## src/hw/rtl/psq_pkg.sv

```systemverilog
// Shared types and constants for the power status qualifier.
package psq_pkg;

    localparam int STATUS_W    = 7;
    localparam int CFG_INDEX_W = 4;
    localparam int CFG_DATA_W  = 16;
    localparam int TICKS_W     = 16;
    localparam int IN_TDATA_W  = 8;
    localparam int OUT_TDATA_W = 16;

    // Register indexes of the configuration port
    localparam logic [CFG_INDEX_W-1:0] REG_IS_MK1            = 4'd0;
    localparam logic [CFG_INDEX_W-1:0] REG_FIRST_BOOT        = 4'd1;
    localparam logic [CFG_INDEX_W-1:0] REG_STABLE_TICKS      = 4'd2;
    localparam logic [CFG_INDEX_W-1:0] REG_LIGHTS_HOLD_TICKS = 4'd3;

    localparam logic [TICKS_W-1:0] STABLE_TICKS_RST      = 16'd25;
    localparam logic [TICKS_W-1:0] LIGHTS_HOLD_TICKS_RST = 16'd100;

    // Status word bit positions
    localparam int BIT_BATTERY   = 0;
    localparam int BIT_POWERFAIL = 1;
    localparam int BIT_ACCESSORY = 2;
    localparam int BIT_FIRSTBOOT = 3;
    localparam int BIT_MUTE      = 4;
    localparam int BIT_LIGHTS    = 5;
    localparam int BIT_DISPLAY   = 6;

    typedef struct packed {
        logic               is_mk1;
        logic               first_boot;
        logic [TICKS_W-1:0] stable_ticks;
        logic [TICKS_W-1:0] lights_hold_ticks;
    } cfg_t;

    typedef struct packed {
        logic read_request;
        logic display_on;
        logic on_battery;
        logic cts_level;
        logic dcd_level;
        logic accessory_sense;
        logic powerfail_on;
    } tick_t;

    typedef struct packed {
        logic                pending;
        logic [STATUS_W-1:0] read_data;
        logic [STATUS_W-1:0] status_word;
    } result_t;

endpackage

```

## src/hw/rtl/psq_cfg.sv

```systemverilog
// Configuration register file for the power status qualifier.
module psq_cfg (
    input  logic                               aclk,
    input  logic                               aresetn,
    input  logic                               cfg_valid,
    output logic                               cfg_ready,
    input  logic [psq_pkg::CFG_INDEX_W-1:0]    cfg_index,
    input  logic [psq_pkg::CFG_DATA_W-1:0]     cfg_data,
    output psq_pkg::cfg_t                      cfg
);

    psq_pkg::cfg_t cfg_reg;
    psq_pkg::cfg_t cfg_next;

    assign cfg_ready = 1'b1;
    assign cfg       = cfg_reg;

    always_comb begin
        cfg_next = cfg_reg;
        if (cfg_valid) begin
            unique case (cfg_index)
                psq_pkg::REG_IS_MK1:            cfg_next.is_mk1 = cfg_data[0];
                psq_pkg::REG_FIRST_BOOT:        cfg_next.first_boot = cfg_data[0];
                psq_pkg::REG_STABLE_TICKS:      cfg_next.stable_ticks = cfg_data;
                psq_pkg::REG_LIGHTS_HOLD_TICKS: cfg_next.lights_hold_ticks = cfg_data;
                default: ; // drop writes to unknown registers
            endcase
        end
    end

    always_ff @(posedge aclk) begin
        if (!aresetn) begin
            cfg_reg.is_mk1            <= 1'b0;
            cfg_reg.first_boot        <= 1'b0;
            cfg_reg.stable_ticks      <= psq_pkg::STABLE_TICKS_RST;
            cfg_reg.lights_hold_ticks <= psq_pkg::LIGHTS_HOLD_TICKS_RST;
        end else begin
            cfg_reg <= cfg_next;
        end
    end

endmodule

```

## src/hw/rtl/psq_core.sv

```systemverilog
// Tick state and status word qualification for the power status qualifier.
module psq_core #(
    parameter int COUNT_WIDTH = 16
) (
    input  logic              aclk,
    input  logic              aresetn,
    input  logic              fire,
    input  psq_pkg::tick_t    tick,
    input  psq_pkg::cfg_t     cfg,
    output psq_pkg::result_t  res
);

    localparam int CMP_W = (COUNT_WIDTH > psq_pkg::TICKS_W) ? COUNT_WIDTH : psq_pkg::TICKS_W;
    localparam logic [COUNT_WIDTH-1:0] CNT_MAX = {COUNT_WIDTH{1'b1}};

    logic [2:0]                   held_reg, held_next;
    logic [COUNT_WIDTH-1:0]       since_match_reg, since_match_next;
    logic [COUNT_WIDTH-1:0]       since_lights_reg, since_lights_next;
    logic [psq_pkg::STATUS_W-1:0] pending_reg, pending_next;
    logic [psq_pkg::STATUS_W-1:0] last_read_reg, last_read_next;

    logic [psq_pkg::STATUS_W-1:0] raw;
    logic [psq_pkg::STATUS_W-1:0] word;
    logic [2:0]                   raw_unst;
    logic [COUNT_WIDTH-1:0]       match_inc, lights_inc;
    logic                         match;
    logic                         lights_stretch;

    always_comb begin
        raw = '0;
        raw[psq_pkg::BIT_BATTERY]   = tick.on_battery;
        raw[psq_pkg::BIT_POWERFAIL] = tick.powerfail_on;
        raw[psq_pkg::BIT_DISPLAY]   = tick.display_on;
        if (cfg.is_mk1) begin
            raw[psq_pkg::BIT_ACCESSORY] = 1'b1;
        end else begin
            raw[psq_pkg::BIT_ACCESSORY] = tick.accessory_sense;
            raw[psq_pkg::BIT_FIRSTBOOT] = cfg.first_boot;
            raw[psq_pkg::BIT_MUTE]      = ~tick.dcd_level;
            raw[psq_pkg::BIT_LIGHTS]    = ~tick.cts_level;
        end

        raw_unst = {raw[psq_pkg::BIT_MUTE], raw[psq_pkg::BIT_ACCESSORY],
                    raw[psq_pkg::BIT_POWERFAIL]};

        match_inc  = (since_match_reg == CNT_MAX) ? CNT_MAX : since_match_reg + 1'b1;
        lights_inc = (since_lights_reg == CNT_MAX) ? CNT_MAX : since_lights_reg + 1'b1;

        // debounce powerfail, accessory and mute
        match            = (held_reg == raw_unst);
        held_next        = held_reg;
        since_match_next = match_inc;
        if (match) begin
            since_match_next = '0;
        end else if (CMP_W'(match_inc) > CMP_W'(cfg.stable_ticks)) begin
            held_next = raw_unst;
        end

        // stretch lights after the last activity
        lights_stretch    = 1'b0;
        since_lights_next = lights_inc;
        if (raw[psq_pkg::BIT_LIGHTS]) begin
            since_lights_next = '0;
        end else if (CMP_W'(lights_inc) < CMP_W'(cfg.lights_hold_ticks)) begin
            lights_stretch = 1'b1;
        end

        word = raw;
        word[psq_pkg::BIT_LIGHTS]    = raw[psq_pkg::BIT_LIGHTS] | lights_stretch;
        word[psq_pkg::BIT_POWERFAIL] = held_next[0];
        word[psq_pkg::BIT_ACCESSORY] = held_next[1];
        word[psq_pkg::BIT_MUTE]      = held_next[2];

        pending_next   = (word != last_read_reg) ? word : pending_reg;
        last_read_next = tick.read_request ? pending_next : last_read_reg;

        res.status_word = pending_next;
        res.read_data   = tick.read_request ? pending_next : '0;
        res.pending     = (pending_next != last_read_next);
    end

    always_ff @(posedge aclk) begin
        if (!aresetn) begin
            held_reg         <= '0;
            since_match_reg  <= CNT_MAX;
            since_lights_reg <= CNT_MAX;
            pending_reg      <= '0;
            last_read_reg    <= '0;
        end else if (fire) begin
            held_reg         <= held_next;
            since_match_reg  <= since_match_next;
            since_lights_reg <= since_lights_next;
            pending_reg      <= pending_next;
            last_read_reg    <= last_read_next;
        end
    end

    a_read_syncs: assert property (@(posedge aclk) disable iff (!aresetn)
        fire && tick.read_request |=> last_read_reg == pending_reg)
        else $error("read did not sync last read word");

    a_no_read_zero: assert property (@(posedge aclk) disable iff (!aresetn)
        fire && !tick.read_request |-> res.read_data == '0)
        else $error("read data nonzero without read");

    a_match_clears: assert property (@(posedge aclk) disable iff (!aresetn)
        fire && match |=> since_match_reg == '0)
        else $error("match counter not cleared");

    a_idle_hold: assert property (@(posedge aclk) disable iff (!aresetn)
        !fire |=> $stable(pending_reg) && $stable(held_reg) && $stable(last_read_reg))
        else $error("state moved without a tick");

endmodule

```

## src/hw/rtl/power_status_qualifier_unit.sv

```systemverilog
// Top level of the power status qualifier: input stage, qualifier core, result register.
//
// Each input request is one timer tick carrying the sampled power lines and an
// optional software read; each tick yields exactly one result request holding
// the pending status word, the read data and the pending flag. Status word bits:
// b0 battery, b1 powerfail enabled, b2 accessory, b3 first boot, b4 external mute
// (inverted DCD), b5 lights (inverted CTS), b6 display. Bits 1, 2 and 4 are
// debounced against stable_ticks; the lights bit is held for lights_hold_ticks
// after activity. Throughput is one tick per clock while m_tready keeps the result
// register draining: a tick is held in the input register, is qualified by a single
// pass of combinational logic and lands in the result register, which drives
// m_tvalid. The tick counters are COUNT_WIDTH bits wide and saturate. Write the
// configuration registers (index 0 is_mk1, 1 first_boot, 2 stable_ticks,
// 3 lights_hold_ticks) only while no tick is in flight; unknown indexes are
// dropped and cfg_ready is always high.
module power_status_qualifier_unit #(
    parameter int COUNT_WIDTH = 16
) (
    input  logic                                aclk,
    input  logic                                aresetn,
    // configuration write channel
    input  logic                                cfg_valid,
    output logic                                cfg_ready,
    input  logic [psq_pkg::CFG_INDEX_W-1:0]     cfg_index,
    input  logic [psq_pkg::CFG_DATA_W-1:0]      cfg_data,
    // tick input stream
    input  logic                                s_tvalid,
    output logic                                s_tready,
    // [0] powerfail_on, [1] accessory_sense, [2] dcd_level, [3] cts_level,
    // [4] on_battery, [5] display_on, [6] read_request, [7] zero
    input  logic [psq_pkg::IN_TDATA_W-1:0]      s_tdata,
    // result stream
    output logic                                m_tvalid,
    input  logic                                m_tready,
    // [6:0] status_word, [13:7] read_data, [14] pending, [15] zero
    output logic [psq_pkg::OUT_TDATA_W-1:0]     m_tdata
);

    psq_pkg::cfg_t    cfg;
    psq_pkg::tick_t   in_reg;
    logic             in_valid_reg;
    psq_pkg::result_t res;
    psq_pkg::result_t out_reg;
    logic             out_valid_reg;
    logic             fire;

    psq_cfg u_cfg (
        .aclk      (aclk),
        .aresetn   (aresetn),
        .cfg_valid (cfg_valid),
        .cfg_ready (cfg_ready),
        .cfg_index (cfg_index),
        .cfg_data  (cfg_data),
        .cfg       (cfg)
    );

    // Advance a held tick whenever the result register is free or draining.
    assign fire     = in_valid_reg && (!out_valid_reg || m_tready);
    // Take a new tick whenever the input register empties this cycle.
    assign s_tready = !in_valid_reg || fire;

    always_ff @(posedge aclk) begin
        if (!aresetn) begin
            in_valid_reg <= 1'b0;
        end else if (s_tready) begin
            in_valid_reg <= s_tvalid;
        end
    end

    always_ff @(posedge aclk) begin
        if (s_tready && s_tvalid) begin
            in_reg <= psq_pkg::tick_t'(s_tdata[6:0]);
        end
    end

    psq_core #(
        .COUNT_WIDTH (COUNT_WIDTH)
    ) u_core (
        .aclk    (aclk),
        .aresetn (aresetn),
        .fire    (fire),
        .tick    (in_reg),
        .cfg     (cfg),
        .res     (res)
    );

    // Hold the result until the downstream side takes it.
    always_ff @(posedge aclk) begin
        if (!aresetn) begin
            out_valid_reg <= 1'b0;
        end else if (fire) begin
            out_valid_reg <= 1'b1;
        end else if (m_tready) begin
            out_valid_reg <= 1'b0;
        end
    end

    always_ff @(posedge aclk) begin
        if (fire) begin
            out_reg <= res;
        end
    end

    assign m_tvalid = out_valid_reg;
    assign m_tdata  = {1'b0, out_reg};

endmodule
```

## config.mk

```make
export PLATFORM = sky130hd
export DESIGN_NAME = power_status_qualifier_unit
export DESIGN_NICKNAME = d
export VERILOG_FILES = /design/src/hw/rtl/psq_pkg.sv /design/src/hw/rtl/psq_cfg.sv /design/src/hw/rtl/psq_core.sv /design/src/hw/rtl/power_status_qualifier_unit.sv
export SDC_FILE = /design/constraint.sdc
export NUM_CORES = 1
export LEC_CHECK = 0
export BUFFER_PORTS_ARGS = -buffer_cell sky130_fd_sc_hd__buf_2
export CORE_ASPECT_RATIO = 2
export CORE_MARGIN = 10
export CORE_UTILIZATION = 60
export CTS_CLUSTER_DIAMETER = 150
export CTS_CLUSTER_SIZE = 16
export DETAILED_ROUTE_END_ITERATION = 7
export HOLD_SLACK_MARGIN = 0.08
export PLACE_DENSITY = 0.8
export SYNTH_ARGS = -nofsm -noshare
export SYNTH_HDL_FRONTEND = slang
export SYNTH_SLANG_ARGS = --single-unit
export TNS_END_PERCENT = 1
```

## constraint.sdc

```tcl
create_clock -name aclk -period 9.77 [get_ports aclk]
set_input_delay 1.4655 -clock aclk [delete_from_list [all_inputs] [get_ports aclk]]
set_output_delay 1.4655 -clock aclk [all_outputs]
set_load 0.02 [all_outputs]
```

==> results.sh <==
export IMPL_io_pins=52
export IMPL_fin_skew_ns=0.007072
export IMPL_yosys_register_bits=107
export IMPL_drtIter0Drc=294
export IMPL_wl_mm=13.51
export IMPL_dieArea_um2=13870
export IMPL_yosys_warnings=0
export IMPL_fin_crit_sh_pct=50.76
export IMPL_drc=0
export IMPL_synthAdderAreaFrac_pct=7.350
export IMPL_cellInternalPower_uw=751.2
export IMPL_syn_area_um2=5618
export IMPL_overflow=0
export IMPL_clkLatencyLatePin_ns=0.35
export IMPL_clk_root_buffer_cell="clkbuf_16"
export IMPL_synthXorXnorAreaFrac_pct=4.989
export IMPL_num_fill_cells=746
export IMPL_final_util_pct=68.05
export IMPL_path_delay_family="compound AO/OA/AOI/OAI gates"
export IMPL_route_met3_wl_um=625
export IMPL_cpMostUsedCell="ha_1"
export IMPL_p_sw_uw=338.8
export IMPL_cts_sinks=107
export IMPL_synthMuxAreaShare_pct=2.695
export IMPL_vias=4813
export IMPL_path_cells="ha_1 -> and3_1 -> nand3_1 -> or3_1 -> o21ai_0 -> ha_1 -> nand2_1 -> or2_1 -> o221ai_1 -> a2111oi_0 -> o21ai_1 -> a21o_1 -> mux2_4 -> a221oi_2 -> a41oi_1"
export IMPL_cts_max_level=3
export IMPL_clk_pin_slew_ns=0.07
export IMPL_diodes=0
export IMPL_power_frac_seq_pct=45.6
export IMPL_drive_gt1_share_pct=11.71
export IMPL_outcome="finished, final reports clean"
export IMPL_cp_slowest_stage_delay_ns=0.65
export IMPL_largest_register_ffs=34
export IMPL_ys_types=50
export IMPL_drv_cap=0
export IMPL_synth_main_ff_cell="dfxtp_1"
export IMPL_avgSynthCellArea_um2=8.590
export IMPL_syn_to_final_growth_pct=9.911
export IMPL_synth_edf_count=22
export IMPL_crit_path_start_kind="flop"
export IMPL_syn_inst=654
export IMPL_grtUsageTotal_pct=20.05
export IMPL_place_hpwl_mm=10.02
export IMPL_cts_tree="yes"
export IMPL_timing_final_max_slew_violations=0
export IMPL_netSwitchingFraction_pct=31.09
export IMPL_path_buf_inv=0
export IMPL_worst_setup_path_end_kind="flop"
export IMPL_setup_ws_ns=4.810
export IMPL_cts_setup_buffers=0
export IMPL_gp_congestion=0.9972
export IMPL_combinationalPowerShare_pct=22.4
export IMPL_wl_per_cell_um=17.02
export IMPL_fin_tns_setup_ns=0
export IMPL_cts_hold_buffers=0
export IMPL_setup_viol=0
export IMPL_finalHoldViolCount=0
export IMPL_cpMaxStageDelayCell="or3_1"
export IMPL_row_count=49
export IMPL_antenna_found_initial=0
export IMPL_synth_nets=720
export IMPL_slew_headroom_pct=22.31
export IMPL_core_um2=9074
export IMPL_reg2reg_slack_ns=4.81
export IMPL_cts_resized_gates=0
export IMPL_fp_dieW_um=88.42
export IMPL_yosysSeqAreaShare_pct=42.05
export IMPL_fmax_mhz=201.6
export IMPL_grt_pass1_vias=4747
export IMPL_rsz0062_at_grt="false"
export IMPL_synth_top_family_by_area="simple AND/OR/NAND/NOR gates"
export IMPL_ctsLongestPathBuffers=2
export IMPL_dr_pass1_iters=7
export IMPL_total_power_mw=1.090
export IMPL_finalCriticalPeriod_ns=4.960
export IMPL_clkPwrFrac_pct=32.1
export IMPL_tightestPinTransition_ns=1.161
export IMPL_fp_dieH_um=156.8
export IMPL_highest_layer="met4"
export IMPL_cp_arrival_ns=5.04
export IMPL_critical_path_class="reg -> reg"
export IMPL_required_ns=9.85
export IMPL_hold_path_class="reg -> reg"
export IMPL_power_leakage_nw=2.481
export IMPL_start_util_pct=61.91
export IMPL_power_density_nw_per_um2=176.5
export IMPL_final_nets=753
export IMPL_drtAntennaViolNets=0
export IMPL_grt_max_degree=56
export IMPL_via_per_inst=6.062
export IMPL_port_buffers=48
export IMPL_wl_met1_mm=5.048
export IMPL_critPathMaxFanout=13
export IMPL_synthArstFlopShare_pct=0
export IMPL_wl_met2_mm=7.217
export IMPL_irDropWorstVdd_mv=0.1278
export IMPL_yosys_area_share_simple_pct=19.78
export IMPL_dp_slack_ns=4.852
export IMPL_synth_compound_area_share_pct=17.46
export IMPL_cts_buffers=9
export IMPL_grt_pass1_wl_mm=22.13
## cells in the final DEF, fill, tap and decap left out, types with 2 or more instances in the layout
cell type / instances
nor2_1: 43
a221o_1: 29
buf_2: 48
clkinv_4: 2
dfxtp_1: 85
clkbuf_16: 9
nand3_1: 26
a211oi_1: 11
and3_1: 8
buf_4: 4
or3_1: 3
nand2b_1: 4
and2_1: 10
nand4_1: 7
nor3_1: 10
o21a_1: 3
xnor2_1: 21
xor2_1: 11
a31oi_1: 4
inv_6: 2
and4_1: 3
o211ai_1: 6
mux2i_1: 8
nand2_1: 116
inv_1: 48
conb_1: 2
a21oi_1: 60
edfxtp_1: 22
or2_2: 2
ha_1: 33
nor2b_1: 7
a21o_1: 5
mux2_2: 5
clkinvlp_4: 2
o21ai_0: 14
## worst register-to-register path, cell delays in order (launching register included)
cell and delay (ns):
dfxtp_1 0.39, ha_1 0.20, and3_1 0.20, nand3_1 0.24, or3_1 0.65, o21ai_0 0.23
ha_1 0.31, nand2_1 0.07, or2_1 0.18, o221ai_1 0.14, a2111oi_0 0.60, o21ai_1 0.28
a21o_1 0.37, mux2_4 0.40, a221oi_2 0.28, a41oi_1 0.14
## cells by family (layout without fill, tap and decap cells)
kind of cell / after synthesis / after routing
adders and majority gates: 33 / 33
muxes: 14 / 14
DFF: 107 / 107
AOI/OAI and AO/OA: 143 / 143
buffers and inverters: 79 / 117
and+or+nand+nor: 244 / 244
xor gates and xnor gates: 32 / 32
other: 2 / 2
## cell usage after synthesis, drive strengths merged (15+ instances only)
cell type | instances | share of area [%]
xnor2 | 21 | 3.3
dfxtp | 85 | 30
nand2 | 116 | 7.8
ha | 33 | 7.3
clkbuf | 25 | 1.7
nor2 | 43 | 2.9
nand3 | 26 | 2.3
a21oi | 60 | 5.3
a221o | 29 | 5.2
edfxtp | 22 | 12
inv | 49 | 3.3
o21ai | 15 | 1.3
## power by group through the flow
stage | Combinational [mW] | Sequential (mW) | Clock (mW)
floorplan | 0.177 | 0.506 | 0
global placement | 0.230 | 0.505 | 0
detailed placement | 0.241 | 0.506 | 0
CTS | 0.243 | 0.496 | 0.354
global route | 0.273 | 0.500 | 0.367
finish | 0.244 | 0.497 | 0.349
## final timing paths
check,from,to,cells past startpoint
worst max-delay path,u_core.since_match_reg[0],m_tdata[14],15
worst min register to register,u_cfg.cfg[30],u_cfg.cfg[30],2
worst max register to register,u_core.since_match_reg[0],m_tdata[14],15
worst min-delay path,u_cfg.cfg[30],u_cfg.cfg[30],2
## cell type report
type	count	area [um2]	area share, %
repair buffers	52	270.3	4.377
inverters	49	183.9	2.979
well taps	102	127.6	2.067
flip-flops and latches	107	2362	38.26
multi-input cells	468	2944	47.68
clock buffers	9	225.2	3.647
clock inverters	7	61.31	0.9929
## metal layers
| layer | vias to the layer above | global-route usage [%] |
|---|---|---|
| met5 | - | 0 |
| met4 | 0 | 10.77 |
| met3 | 39 | 3.588 |
| met2 | 144 | 36.60 |
| met1 | 2276 | 20.64 |
| li1 | 2354 | - |
## metrics by stage
stage          hold slack [ns]  instance area (um2)  std cells
4_1_cts                 0.4573                 6175        794
3_3_place_gp            0.4401                 5888        778
2_1_floorplan           0.4318                 5618        654
6_report                0.4564                 6175        794
5_1_grt                 0.4783                 6175        794
3_5_place_dp            0.4473                 5888        778
Power figures use the tool's default switching activity.
